$ cat src/rtl/core/hca_pkg.sv
// ----------------------------------------------------------------------------
// hca_pkg
// Shared types, codes and reset constants of the three-channel hysteresis
// alarm.
// ----------------------------------------------------------------------------
package hca_pkg;

    // Default width of samples and limits; four fraction bits in all of them.
    localparam int DEFAULT_VALUE_WIDTH = 16;

    // Hysteresis bands are always twelve bits wide, unsigned.
    localparam int BAND_WIDTH = 12;

    // Configuration register indexes.
    localparam int CFG_INDEX_WIDTH = 3;
    localparam logic [CFG_INDEX_WIDTH-1:0] REG_VOLTAGE_LOW      = 3'd0;
    localparam logic [CFG_INDEX_WIDTH-1:0] REG_VOLTAGE_HIGH     = 3'd1;
    localparam logic [CFG_INDEX_WIDTH-1:0] REG_VOLTAGE_BAND     = 3'd2;
    localparam logic [CFG_INDEX_WIDTH-1:0] REG_CURRENT_HIGH     = 3'd3;
    localparam logic [CFG_INDEX_WIDTH-1:0] REG_CURRENT_BAND     = 3'd4;
    localparam logic [CFG_INDEX_WIDTH-1:0] REG_TEMPERATURE_LOW  = 3'd5;
    localparam logic [CFG_INDEX_WIDTH-1:0] REG_TEMPERATURE_HIGH = 3'd6;
    localparam logic [CFG_INDEX_WIDTH-1:0] REG_TEMPERATURE_BAND = 3'd7;

    // Reset values: 207.0 V, 253.0 V, 1.0 V, 25.0 A, 0.5 A, 10.0 C, 45.0 C, 1.0 C.
    localparam int RST_VOLTAGE_LOW      = 3312;
    localparam int RST_VOLTAGE_HIGH     = 4048;
    localparam int RST_VOLTAGE_BAND     = 16;
    localparam int RST_CURRENT_HIGH     = 400;
    localparam int RST_CURRENT_BAND     = 8;
    localparam int RST_TEMPERATURE_LOW  = 160;
    localparam int RST_TEMPERATURE_HIGH = 720;
    localparam int RST_TEMPERATURE_BAND = 16;

    // Channel bit positions in the masks.
    localparam int NUM_CHANNELS = 3;
    localparam int CH_VOLTAGE     = 0;
    localparam int CH_CURRENT     = 1;
    localparam int CH_TEMPERATURE = 2;

    // Logger fault codes.
    localparam logic [1:0] FAULT_NONE    = 2'd0;
    localparam logic [1:0] FAULT_COMM    = 2'd1;
    localparam logic [1:0] FAULT_STORAGE = 2'd2;

    typedef enum logic [1:0] {
        ALARM_NONE = 2'd0,
        ALARM_MEAS = 2'd1,
        ALARM_COMM = 2'd2
    } alarm_code_t;

    typedef struct packed {
        alarm_code_t               alarm_code;
        logic [NUM_CHANNELS-1:0]   out_of_range_mask;
        logic [NUM_CHANNELS-1:0]   changed_mask;
        logic                      log_event;
        logic                      publish;
        logic                      led_normal;
        logic                      led_measurement;
        logic                      led_communication;
        logic                      led_storage;
    } hca_result_t;

endpackage

$ cat src/rtl/core/hca_cfg_regs.sv
// ----------------------------------------------------------------------------
// hca_cfg_regs
// Limit and hysteresis band registers, written over the configuration port.
// ----------------------------------------------------------------------------
module hca_cfg_regs #(
    parameter int VALUE_WIDTH = hca_pkg::DEFAULT_VALUE_WIDTH,
    parameter int CFG_WIDTH   = hca_pkg::DEFAULT_VALUE_WIDTH
) (
    input  logic                                   clk,
    input  logic                                   rst_n,
    input  logic                                   wr_en,
    input  logic [hca_pkg::CFG_INDEX_WIDTH-1:0]    wr_index,
    input  logic [CFG_WIDTH-1:0]                   wr_data,
    output logic signed [VALUE_WIDTH-1:0]          voltage_low,
    output logic signed [VALUE_WIDTH-1:0]          voltage_high,
    output logic [hca_pkg::BAND_WIDTH-1:0]         voltage_band,
    output logic signed [VALUE_WIDTH-1:0]          current_high,
    output logic [hca_pkg::BAND_WIDTH-1:0]         current_band,
    output logic signed [VALUE_WIDTH-1:0]          temperature_low,
    output logic signed [VALUE_WIDTH-1:0]          temperature_high,
    output logic [hca_pkg::BAND_WIDTH-1:0]         temperature_band
);
    import hca_pkg::*;

    logic signed [VALUE_WIDTH-1:0] voltage_low_reg;
    logic signed [VALUE_WIDTH-1:0] voltage_high_reg;
    logic [BAND_WIDTH-1:0]         voltage_band_reg;
    logic signed [VALUE_WIDTH-1:0] current_high_reg;
    logic [BAND_WIDTH-1:0]         current_band_reg;
    logic signed [VALUE_WIDTH-1:0] temperature_low_reg;
    logic signed [VALUE_WIDTH-1:0] temperature_high_reg;
    logic [BAND_WIDTH-1:0]         temperature_band_reg;

    logic [VALUE_WIDTH-1:0] wr_value;
    logic [BAND_WIDTH-1:0]  wr_band;

    assign wr_value = wr_data[VALUE_WIDTH-1:0];
    assign wr_band  = wr_data[BAND_WIDTH-1:0];

    always_ff @(posedge clk or negedge rst_n)
    begin
        if (!rst_n)
        begin
            voltage_low_reg      <= VALUE_WIDTH'(RST_VOLTAGE_LOW);
            voltage_high_reg     <= VALUE_WIDTH'(RST_VOLTAGE_HIGH);
            voltage_band_reg     <= BAND_WIDTH'(RST_VOLTAGE_BAND);
            current_high_reg     <= VALUE_WIDTH'(RST_CURRENT_HIGH);
            current_band_reg     <= BAND_WIDTH'(RST_CURRENT_BAND);
            temperature_low_reg  <= VALUE_WIDTH'(RST_TEMPERATURE_LOW);
            temperature_high_reg <= VALUE_WIDTH'(RST_TEMPERATURE_HIGH);
            temperature_band_reg <= BAND_WIDTH'(RST_TEMPERATURE_BAND);
        end
        else if (wr_en)
        begin
            case (wr_index)
                REG_VOLTAGE_LOW:      voltage_low_reg      <= wr_value;
                REG_VOLTAGE_HIGH:     voltage_high_reg     <= wr_value;
                REG_VOLTAGE_BAND:     voltage_band_reg     <= wr_band;
                REG_CURRENT_HIGH:     current_high_reg     <= wr_value;
                REG_CURRENT_BAND:     current_band_reg     <= wr_band;
                REG_TEMPERATURE_LOW:  temperature_low_reg  <= wr_value;
                REG_TEMPERATURE_HIGH: temperature_high_reg <= wr_value;
                REG_TEMPERATURE_BAND: temperature_band_reg <= wr_band;
                default:              ;
            endcase
        end
    end

    assign voltage_low      = voltage_low_reg;
    assign voltage_high     = voltage_high_reg;
    assign voltage_band     = voltage_band_reg;
    assign current_high     = current_high_reg;
    assign current_band     = current_band_reg;
    assign temperature_low  = temperature_low_reg;
    assign temperature_high = temperature_high_reg;
    assign temperature_band = temperature_band_reg;

endmodule

$ cat src/rtl/core/hca_window.sv
// ----------------------------------------------------------------------------
// hca_window
// Window comparator with hysteresis for one channel: next alarm bit from the
// present bit, the sample, the limits and the band.
// ----------------------------------------------------------------------------
module hca_window #(
    parameter int VALUE_WIDTH = hca_pkg::DEFAULT_VALUE_WIDTH
) (
    input  logic                               alarm,
    input  logic signed [VALUE_WIDTH-1:0]      sample,
    input  logic signed [VALUE_WIDTH-1:0]      low,
    input  logic signed [VALUE_WIDTH-1:0]      high,
    input  logic [hca_pkg::BAND_WIDTH-1:0]     band,
    output logic                               alarm_next
);
    import hca_pkg::*;

    // Room for low + band and high - band without overflow.
    localparam int SUM_WIDTH =
        ((VALUE_WIDTH > BAND_WIDTH) ? VALUE_WIDTH : BAND_WIDTH) + 2;

    logic signed [SUM_WIDTH-1:0] sample_ext;
    logic signed [SUM_WIDTH-1:0] low_ext;
    logic signed [SUM_WIDTH-1:0] high_ext;
    logic signed [SUM_WIDTH-1:0] band_ext;
    logic signed [SUM_WIDTH-1:0] clear_low;
    logic signed [SUM_WIDTH-1:0] clear_high;
    logic                        outside;
    logic                        inside_clear;

    assign sample_ext = SUM_WIDTH'(sample);
    assign low_ext    = SUM_WIDTH'(low);
    assign high_ext   = SUM_WIDTH'(high);
    assign band_ext   = $signed(SUM_WIDTH'(band));

    assign clear_low  = low_ext + band_ext;
    assign clear_high = high_ext - band_ext;

    assign outside      = (sample < low) || (sample > high);
    assign inside_clear = (sample_ext >= clear_low) && (sample_ext <= clear_high);

    // A set alarm holds until the sample is back inside the narrowed window.
    assign alarm_next = alarm ? !inside_clear : outside;

endmodule

$ cat src/rtl/core/three_channel_hysteresis_alarm.sv
// ----------------------------------------------------------------------------
// three_channel_hysteresis_alarm
// Voltage, current and temperature alarm with hysteresis, link and logger
// fault reporting, and LED drives.
// ----------------------------------------------------------------------------
// The block takes one measurement record per clock cycle while in_ready is high
// and returns one result beat per record. A record is held in the input
// register while the window comparators evaluate it; it moves into the result
// register once that register is free or drained, and the beat is presented
// from there. The alarm state carried from record to record
// is updated as each result is registered, so records may follow each other in
// every cycle and the input side keeps accepting while a result waits to be
// taken, as long as the result register is free or drained in the same cycle.
// With both registers full and the result held off, the input stalls.
// Configuration registers are written from cfg_index and cfg_data, and cfg_ready is always
// high; write them only while no record is in flight.
// ----------------------------------------------------------------------------
module three_channel_hysteresis_alarm #(
    parameter int VALUE_WIDTH = hca_pkg::DEFAULT_VALUE_WIDTH,
    localparam int CFG_WIDTH =
        (VALUE_WIDTH > hca_pkg::BAND_WIDTH) ? VALUE_WIDTH : hca_pkg::BAND_WIDTH
) (
    input  logic                                clk,
    input  logic                                rst_n,

    input  logic                                cfg_valid,
    output logic                                cfg_ready,
    input  logic [hca_pkg::CFG_INDEX_WIDTH-1:0] cfg_index,
    input  logic [CFG_WIDTH-1:0]                cfg_data,

    input  logic                                in_valid,
    output logic                                in_ready,
    input  logic                                link_ok,
    input  logic signed [VALUE_WIDTH-1:0]       voltage_sample,
    input  logic signed [VALUE_WIDTH-1:0]       current_sample,
    input  logic signed [VALUE_WIDTH-1:0]       temperature_sample,
    input  logic [1:0]                          logger_fault,

    output logic                                out_valid,
    input  logic                                out_ready,
    output logic [1:0]                          alarm_code,
    output logic [2:0]                          out_of_range_mask,
    output logic [2:0]                          changed_mask,
    output logic                                log_event,
    output logic                                publish,
    output logic                                led_normal,
    output logic                                led_measurement,
    output logic                                led_communication,
    output logic                                led_storage
);
    import hca_pkg::*;

    logic signed [VALUE_WIDTH-1:0] voltage_low;
    logic signed [VALUE_WIDTH-1:0] voltage_high;
    logic [BAND_WIDTH-1:0]         voltage_band;
    logic signed [VALUE_WIDTH-1:0] current_high;
    logic [BAND_WIDTH-1:0]         current_band;
    logic signed [VALUE_WIDTH-1:0] temperature_low;
    logic signed [VALUE_WIDTH-1:0] temperature_high;
    logic [BAND_WIDTH-1:0]         temperature_band;

    // Input register.
    logic                          s1_valid_reg;
    logic                          link_ok_reg;
    logic signed [VALUE_WIDTH-1:0] voltage_reg;
    logic signed [VALUE_WIDTH-1:0] current_reg;
    logic signed [VALUE_WIDTH-1:0] temperature_reg;
    logic [1:0]                    fault_reg;

    // Carried state.
    logic [NUM_CHANNELS-1:0]       channel_alarm_reg;
    logic [NUM_CHANNELS-1:0]       channel_alarm_next;
    alarm_code_t                   last_state_reg;
    logic [1:0]                    last_fault_reg;

    // Result register.
    logic                          out_valid_reg;
    hca_result_t                   result_reg;
    hca_result_t                   result_next;

    logic [NUM_CHANNELS-1:0]       window_next;
    alarm_code_t                   state_next;
    logic [NUM_CHANNELS-1:0]       changed_next;
    logic                          in_accept;
    logic                          s1_advance;

    assign cfg_ready = 1'b1;

    hca_cfg_regs #(
        .VALUE_WIDTH (VALUE_WIDTH),
        .CFG_WIDTH   (CFG_WIDTH)
    ) u_cfg_regs (
        .clk              (clk),
        .rst_n            (rst_n),
        .wr_en            (cfg_valid && cfg_ready),
        .wr_index         (cfg_index),
        .wr_data          (cfg_data),
        .voltage_low      (voltage_low),
        .voltage_high     (voltage_high),
        .voltage_band     (voltage_band),
        .current_high     (current_high),
        .current_band     (current_band),
        .temperature_low  (temperature_low),
        .temperature_high (temperature_high),
        .temperature_band (temperature_band)
    );

    // The input stage moves on whenever the result register is empty or drained.
    assign s1_advance = s1_valid_reg && (!out_valid_reg || out_ready);
    assign in_ready   = !s1_valid_reg || s1_advance;
    assign in_accept  = in_valid && in_ready;

    always_ff @(posedge clk or negedge rst_n)
    begin
        if (!rst_n)
        begin
            s1_valid_reg <= 1'b0;
        end
        else if (in_ready)
        begin
            s1_valid_reg <= in_valid;
        end
    end

    always_ff @(posedge clk)
    begin
        if (in_accept)
        begin
            link_ok_reg     <= link_ok;
            voltage_reg     <= voltage_sample;
            current_reg     <= current_sample;
            temperature_reg <= temperature_sample;
            fault_reg       <= logger_fault;
        end
    end

    hca_window #(
        .VALUE_WIDTH (VALUE_WIDTH)
    ) u_window_voltage (
        .alarm      (channel_alarm_reg[CH_VOLTAGE]),
        .sample     (voltage_reg),
        .low        (voltage_low),
        .high       (voltage_high),
        .band       (voltage_band),
        .alarm_next (window_next[CH_VOLTAGE])
    );

    // The current channel has no configurable lower limit; it is zero.
    hca_window #(
        .VALUE_WIDTH (VALUE_WIDTH)
    ) u_window_current (
        .alarm      (channel_alarm_reg[CH_CURRENT]),
        .sample     (current_reg),
        .low        ('0),
        .high       (current_high),
        .band       (current_band),
        .alarm_next (window_next[CH_CURRENT])
    );

    hca_window #(
        .VALUE_WIDTH (VALUE_WIDTH)
    ) u_window_temperature (
        .alarm      (channel_alarm_reg[CH_TEMPERATURE]),
        .sample     (temperature_reg),
        .low        (temperature_low),
        .high       (temperature_high),
        .band       (temperature_band),
        .alarm_next (window_next[CH_TEMPERATURE])
    );

    always_comb
    begin
        // On a link failure the channel bits are frozen.
        channel_alarm_next = link_ok_reg ? window_next : channel_alarm_reg;
        changed_next       = channel_alarm_next ^ channel_alarm_reg;

        if (!link_ok_reg)
        begin
            state_next = ALARM_COMM;
        end
        else if (|channel_alarm_next)
        begin
            state_next = ALARM_MEAS;
        end
        else
        begin
            state_next = ALARM_NONE;
        end

        result_next.alarm_code        = state_next;
        result_next.out_of_range_mask = channel_alarm_next;
        result_next.changed_mask      = changed_next;
        result_next.log_event         = |changed_next;
        result_next.publish           = (state_next != last_state_reg)
                                        || (fault_reg != last_fault_reg)
                                        || (|changed_next);
        result_next.led_normal        = (state_next == ALARM_NONE)
                                        && (fault_reg == FAULT_NONE);
        result_next.led_measurement   = (state_next == ALARM_MEAS);
        result_next.led_communication = (state_next == ALARM_COMM)
                                        || (fault_reg == FAULT_COMM);
        result_next.led_storage       = (fault_reg == FAULT_STORAGE);
    end

    always_ff @(posedge clk or negedge rst_n)
    begin
        if (!rst_n)
        begin
            channel_alarm_reg <= '0;
            last_state_reg    <= ALARM_NONE;
            last_fault_reg    <= FAULT_NONE;
            out_valid_reg     <= 1'b0;
        end
        else
        begin
            if (s1_advance)
            begin
                channel_alarm_reg <= channel_alarm_next;
                last_state_reg    <= state_next;
                last_fault_reg    <= fault_reg;
                out_valid_reg     <= 1'b1;
            end
            else if (out_ready)
            begin
                out_valid_reg <= 1'b0;
            end
        end
    end

    always_ff @(posedge clk)
    begin
        if (s1_advance)
        begin
            result_reg <= result_next;
        end
    end

    assign out_valid         = out_valid_reg;
    assign alarm_code        = result_reg.alarm_code;
    assign out_of_range_mask = result_reg.out_of_range_mask;
    assign changed_mask      = result_reg.changed_mask;
    assign log_event         = result_reg.log_event;
    assign publish           = result_reg.publish;
    assign led_normal        = result_reg.led_normal;
    assign led_measurement   = result_reg.led_measurement;
    assign led_communication = result_reg.led_communication;
    assign led_storage       = result_reg.led_storage;

    // The carried channel bits always match the mask of the last result issued.
    assert property (@(posedge clk) disable iff (!rst_n)
        s1_advance |=> (channel_alarm_reg == result_reg.out_of_range_mask))
        else $error("channel alarm state diverged from issued mask");

    // A communication alarm never reports a channel change.
    assert property (@(posedge clk) disable iff (!rst_n)
        (out_valid_reg && (result_reg.alarm_code == ALARM_COMM))
            |-> (result_reg.changed_mask == '0))
        else $error("channel change reported during link failure");

    // With the link up, a measurement alarm is shown exactly when a channel is out.
    assert property (@(posedge clk) disable iff (!rst_n)
        (out_valid_reg && (result_reg.alarm_code != ALARM_COMM))
            |-> ((result_reg.alarm_code == ALARM_MEAS)
                 == (result_reg.out_of_range_mask != '0)))
        else $error("alarm state disagrees with out-of-range mask");

    // The input side stalls only when both stages hold a beat.
    assert property (@(posedge clk) disable iff (!rst_n)
        !in_ready |-> (s1_valid_reg && out_valid_reg && !out_ready))
        else $error("input stalled with room in the pipeline");

endmodule

$ cat config.mk
export PLATFORM = sky130hd
export DESIGN_NAME = three_channel_hysteresis_alarm
export DESIGN_NICKNAME = d
export VERILOG_FILES = /design/src/rtl/core/hca_pkg.sv /design/src/rtl/core/hca_cfg_regs.sv /design/src/rtl/core/hca_window.sv /design/src/rtl/core/three_channel_hysteresis_alarm.sv
export SDC_FILE = /design/constraint.sdc
export NUM_CORES = 1
export LEC_CHECK = 0
export BUFFER_PORTS_ARGS = -buffer_cell sky130_fd_sc_hd__buf_2
export CORE_MARGIN = 2
export CORE_UTILIZATION = 33
export CTS_BUF_LIST = sky130_fd_sc_hd__clkbuf_8
export DETAILED_ROUTE_END_ITERATION = 6
export SYNTH_ARGS = -nofsm -noshare
export SYNTH_HDL_FRONTEND = slang
export SYNTH_SLANG_ARGS = --single-unit
export TNS_END_PERCENT = 100
$ cat constraint.sdc
create_clock -name clk -period 7.08 [get_ports clk]
set_clock_uncertainty 0.1 [all_clocks]
set_input_delay 1.416 -clock clk [delete_from_list [all_inputs] [get_ports clk]]
set_output_delay 1.416 -clock clk [all_outputs]
set_load 0.01 [all_outputs]
After elaboration in Yosys (flattened, before gate mapping)
Index checks and enable logic that the tools add are counted.

word-level totals
  register bits = 190
  bits of input ports = 75
  word-level logic and storage cells = 99

operators by class
  $add $sub $neg = 5
  magnitude comparators = 12
  eq/ne operators = 13
  muxes and demuxes = 8
  bitwise logic cells = 1
  reductions and logical operators = 33

operator list
  kind                 count
  $le 16x17->1         3
  $sub 16x13->17       3
  $gt 16x16->1         3
  $add 16x13->17       2
  $ge 16x17->1         2
  $lt 16x16->1         2
  $ge 16x13->1         1
  $lt 16x1->1 const B  1
  $reduce_and 2->1     8
  $eq 3x3->1 const B   4
  $logic_or 1x1->1     8
  $eq 3x2->1 const B   2
  $logic_and 1x1->1    6
  $mux 1               6
  $reduce_or 3->1      2
  $logic_not 1->1      5
  $eq 2x1->1 const B   2
  $eq 2x2->1 const B   2
  $logic_not 2->1      2
  $ne 2x2->1           2
  $eq 3x1->1 const B   1
  $logic_not 3->1      1
  $mux 3               1
  $xor 3x3->3          1
  2 further kinds      2

Logic depth before layout (Yosys ltp)
  depth after elaboration = 12
  gate-level depth with buffers = 23
  depth with buffers taken out = 23

Modules after synthesis
From an unflattened synthesis, not the netlist that was laid out.

unflattened totals
  cells, all modules = 1,502
  area, all modules = 15,429.8 µm²

by module, submodules not included
  module                                  instances  cells an instance  area each (µm²)
  hca_window at u_window_temperature ...  2          370                2,800.2
  hca_cfg_regs                            1          253                4,484.3
  hca_window at u_window_current          1          390                2,866.5
  three_channel_hysteresis_alarm          1          119                2,478.6

Worst setup path before layout
OpenSTA, ideal clock, no wires.

  kind = flip-flop to flip-flop
  start = reg u_cfg_regs.temperature_high_reg[0] (netlist: u_cfg_regs.temperature_high[0])
  end = reg result_reg, in the netlist publish (data pin)
  data arrival time = 4.597 ns
  data required time = 6.715 ns
  setup slack = 2.117 ns
  cell stages (with the launch flop) = 24
  buffers on the path = 0
  cells stage by stage = dfrtp_1 > inv_1 > ha_1 > inv_1 > fa_1 > a21o_1 > a21oi_1 > o21ai_0 > a21oi_1 > o21bai_1 > a21oi_1 > a21oi_1 > nor4_1 > a21oi_1 > ha_1 > inv_1 > or3_1 > a221oi_2 > o211ai_1 > a221oi_2 > o221ai_1 > o31a_1 > xor2_1 > or3_1

RTL lines
  what                      line                                   source
  start: declaration        hca_cfg_regs.sv:31                     logic signed [VALUE_WIDTH-1:0] temperature_high_reg;
  start signal: assignment  hca_cfg_regs.sv:50                     temperature_high_reg <= VALUE_WIDTH'(RST_TEMPERATURE_HIGH);
  start signal: assignment  hca_cfg_regs.sv:62                     REG_TEMPERATURE_HIGH: temperature_high_reg <= wr_value;
  end signal: assignment    three_channel_hysteresis_alarm.sv:234  result_reg <= result_next;
  end: declaration          three_channel_hysteresis_alarm.sv:78   hca_result_t result_reg;

==> run summary <==
outcome: completed
Async SR Flop Fraction: 0.661
Post-CTS Resized: 0
Hold Buf Count CTS: 0
CP max-delay cell: a2111oi_0
I/O Buffers: 90
HP Class: register to register
number of global-route vias before repair: 10400
Cell Area, Placed: 14700 um2
Fillers: 4091
commonest non-fill, non-tap cell in the layout: ha_1
worst-skew pair later-pin latency: 510 ps
DRT Wirelength: 35.0 mm
router iterations before antenna repair: 5
Yosys cell types: 67
Initial Utilization: 0.334
clock sinks: 189
first-pass GRT wire length: 56.8 mm
Worst path max stage delay: 500 ps
Max Slew Vio Count: 0
number of synthesized register bits: 189
Via density: 5.07
die height: 207 um
worst hold slack: 411 ps
RSZ-0062 raised after global routing: false
post-layout instance area: 15100 um2
CP dominant cell by count: a21oi_1
Core ar.: 40700 um2
DP HPWL: 27.8 mm
post-synth top area share: 0.216
largest net degree at the start of global routing: 80
CP Buf/Inv Count: 0
critical path endpoint category: register
Avg Cell Area, Syn: 9.95 um2
crit path kind: register to register
cells after synthesis: 1368
GRT overflow: 0
final net count: 1778
CTS H-tree depth: 4
fmax: 0.179 GHz
CTS tree: done
worst setup margin: 1490 ps
drt drc: 0
largest cells by area after synthesis: ha_1 (22%), dfrtp_1 (18%), edfxtp_1 (14%)
Seq/Total Area, Yosys: 0.373
initial antenna violation count: 1
total setup buffers inserted after CTS: 0
peak supply drop: 0.126 mV
Die Wd: 207 um
post-place setup slack: 1450 ps
DIE AREA: 42900 um2
total power: 4.55 mW
Syn Std Cell Area: 13600 um2
Vias: 10200
ant diodes: 0
Setup TNS Final: 0 ps
CTS Root Cell: clkbuf_8
Clock Path Buffers: 2
Top Family by Delay on Critical Path: compound AO/OA/AOI/OAI gates
Worst slew margin: 0.230
row count: 74
Cell Chain, Critical Path: ha_1 > fa_1 > a21o_1 > a21oi_1 > o21bai_1 > a21oi_1 > o21ai_0 > a211o_1 > a21oi_1 > xnor2_1 > ha_1 > nand4_1 > a2111oi_0 > nor4_1 > a221oi_2 > o221ai_1 > o31a_1 > xor2_1 > or3_1
drt wl/cell: 17.4 um
Post-synth EDFFs: 64
number of setup violations in the final report: 0
Syn. warnings: 0
Clk pin slew, worst setup/hold paths: 100 ps
DR iter-0 viols: 578
area delta synth->final: 10.9%
final antenna-violating net count: 0
PwrDens: 301 nW/um2
GRT Util Overall: 0.168
number of max-cap violations: 0
leading area contributor after synthesis: ha_1
syn_nets: 1683
RD Place Congestion: 0.889
CP max FO: 4
LEAKAGE: 6.95 nW
CP arrival: 5740 ps
io pins: 92
CTS Buf Count: 17
layout cells sized above 1: 0.161
CP required: 7230 ps
commonest cells after routing, fill and taps aside: ha_1 (235), inv_1 (168), o21ai_0 (106)
Worst Tran Pin Value: 1150 ps
crit path time final: 5590 ps
period utilization: 0.789
register area: 5080 um2
CP startpoint kind: register
Fin. Hold Viols: 0
area of the multi-input gates: 7850 um2
Top FF cell, synth: dfrtp_1
-- power by group --
group / switching (mW) / internal, mW / leakage (nW) / total (mW)
logic: 1.27 / 1.03 / 4.66 / 2.30
registers: 0.167 / 1.35 / 2.08 / 1.52
clock network: 0.418 / 0.310 / 0.208 / 0.728
-- Yosys cell counts, drive strengths merged (12+ instances only) --
library cell	count
ha	235
inv	167
o21ai	107
nand2	101
dfrtp	100
a21oi	88
mux2	65
edfxtp	64
xnor2	47
nand3	42
nor2	38
a21o	28
dfstp	25
nand4	24
nand2b	21
clkbuf	17
xor2	15
nor4	14
a31oi	13
nor2b	12
nor3	12
-- per-stage QoR --
stage / util / instances
global placement: 0.361 / 1976
floorplan: - / 1368
global route: 0.371 / 2008
finish: 0.371 / 2008
detailed placement: 0.361 / 1976
CTS: 0.371 / 2008
-- worst register-to-register path, cell delays in order, from the launching register on --
cell and delay, ps:
dfrtp_1 410, ha_1 240, fa_1 410, a21o_1 180, a21oi_1 220, o21bai_1 100
a21oi_1 230, o21ai_0 220, a211o_1 330, a21oi_1 290, xnor2_1 120, ha_1 300
nand4_1 140, a2111oi_0 500, nor4_1 150, a221oi_2 360, o221ai_1 270, o31a_1 370
xor2_1 140, or3_1 300
-- worst paths after layout --
path,from,to,slack [ps],cells past startpoint
setup / recovery,u_cfg_regs.temperature_low[0]$_DFFE_PN0P_,publish$_DFFE_PP_,1490,19
hold / removal,last_fault_reg[0]$_DFFE_PN0P_,last_fault_reg[0]$_DFFE_PN0P_,410,2
setup reg to reg,u_cfg_regs.temperature_low[0]$_DFFE_PN0P_,publish$_DFFE_PP_,1490,19
hold reg to reg,last_fault_reg[0]$_DFFE_PN0P_,last_fault_reg[0]$_DFFE_PN0P_,410,2
max in group asynchronous,rst_n,last_fault_reg[0]$_DFFE_PN0P_,4530,2
min in group asynchronous,rst_n,u_cfg_regs.current_high[9]$_DFFE_PN0P_,810,1
-- layer usage --
metal,track usage,part of all wire,vias up
li1,-,-,5130
met1,0.227,0.48,4870
met2,0.281,0.46,153
met3,0.0217,0.032,34
met4,0.0515,0.021,0
met5,0,0,-
-- kinds of logic (layout without fill, tap and decap cells) --
family / count (synthesis) / after routing / synth area share
adder cells (fa/ha/maj): 240 / 240 / 0.223
flip-flops: 189 / 189 / 0.373
AO/OA/AOI/OAI: 316 / 316 / 0.144
AND/OR/NAND/NOR: 305 / 305 / 0.112
other: 1 / 1 / 0.000275
multiplexers: 67 / 67 / 0.0552
XOR/XNOR: 62 / 62 / 0.0399
buffers and inverters: 188 / 296 / 0.0524
-- cell type report --
type	instances	share of cell area
multi-input combinational	991	0.519
sequential	189	0.336
tap	532	0.0441
inverter	168	0.0418
timing repair buffer	96	0.0330
clock buffer	20	0.0182
clock inverter	12	0.00712
Power figures use the tool's default switching activity.
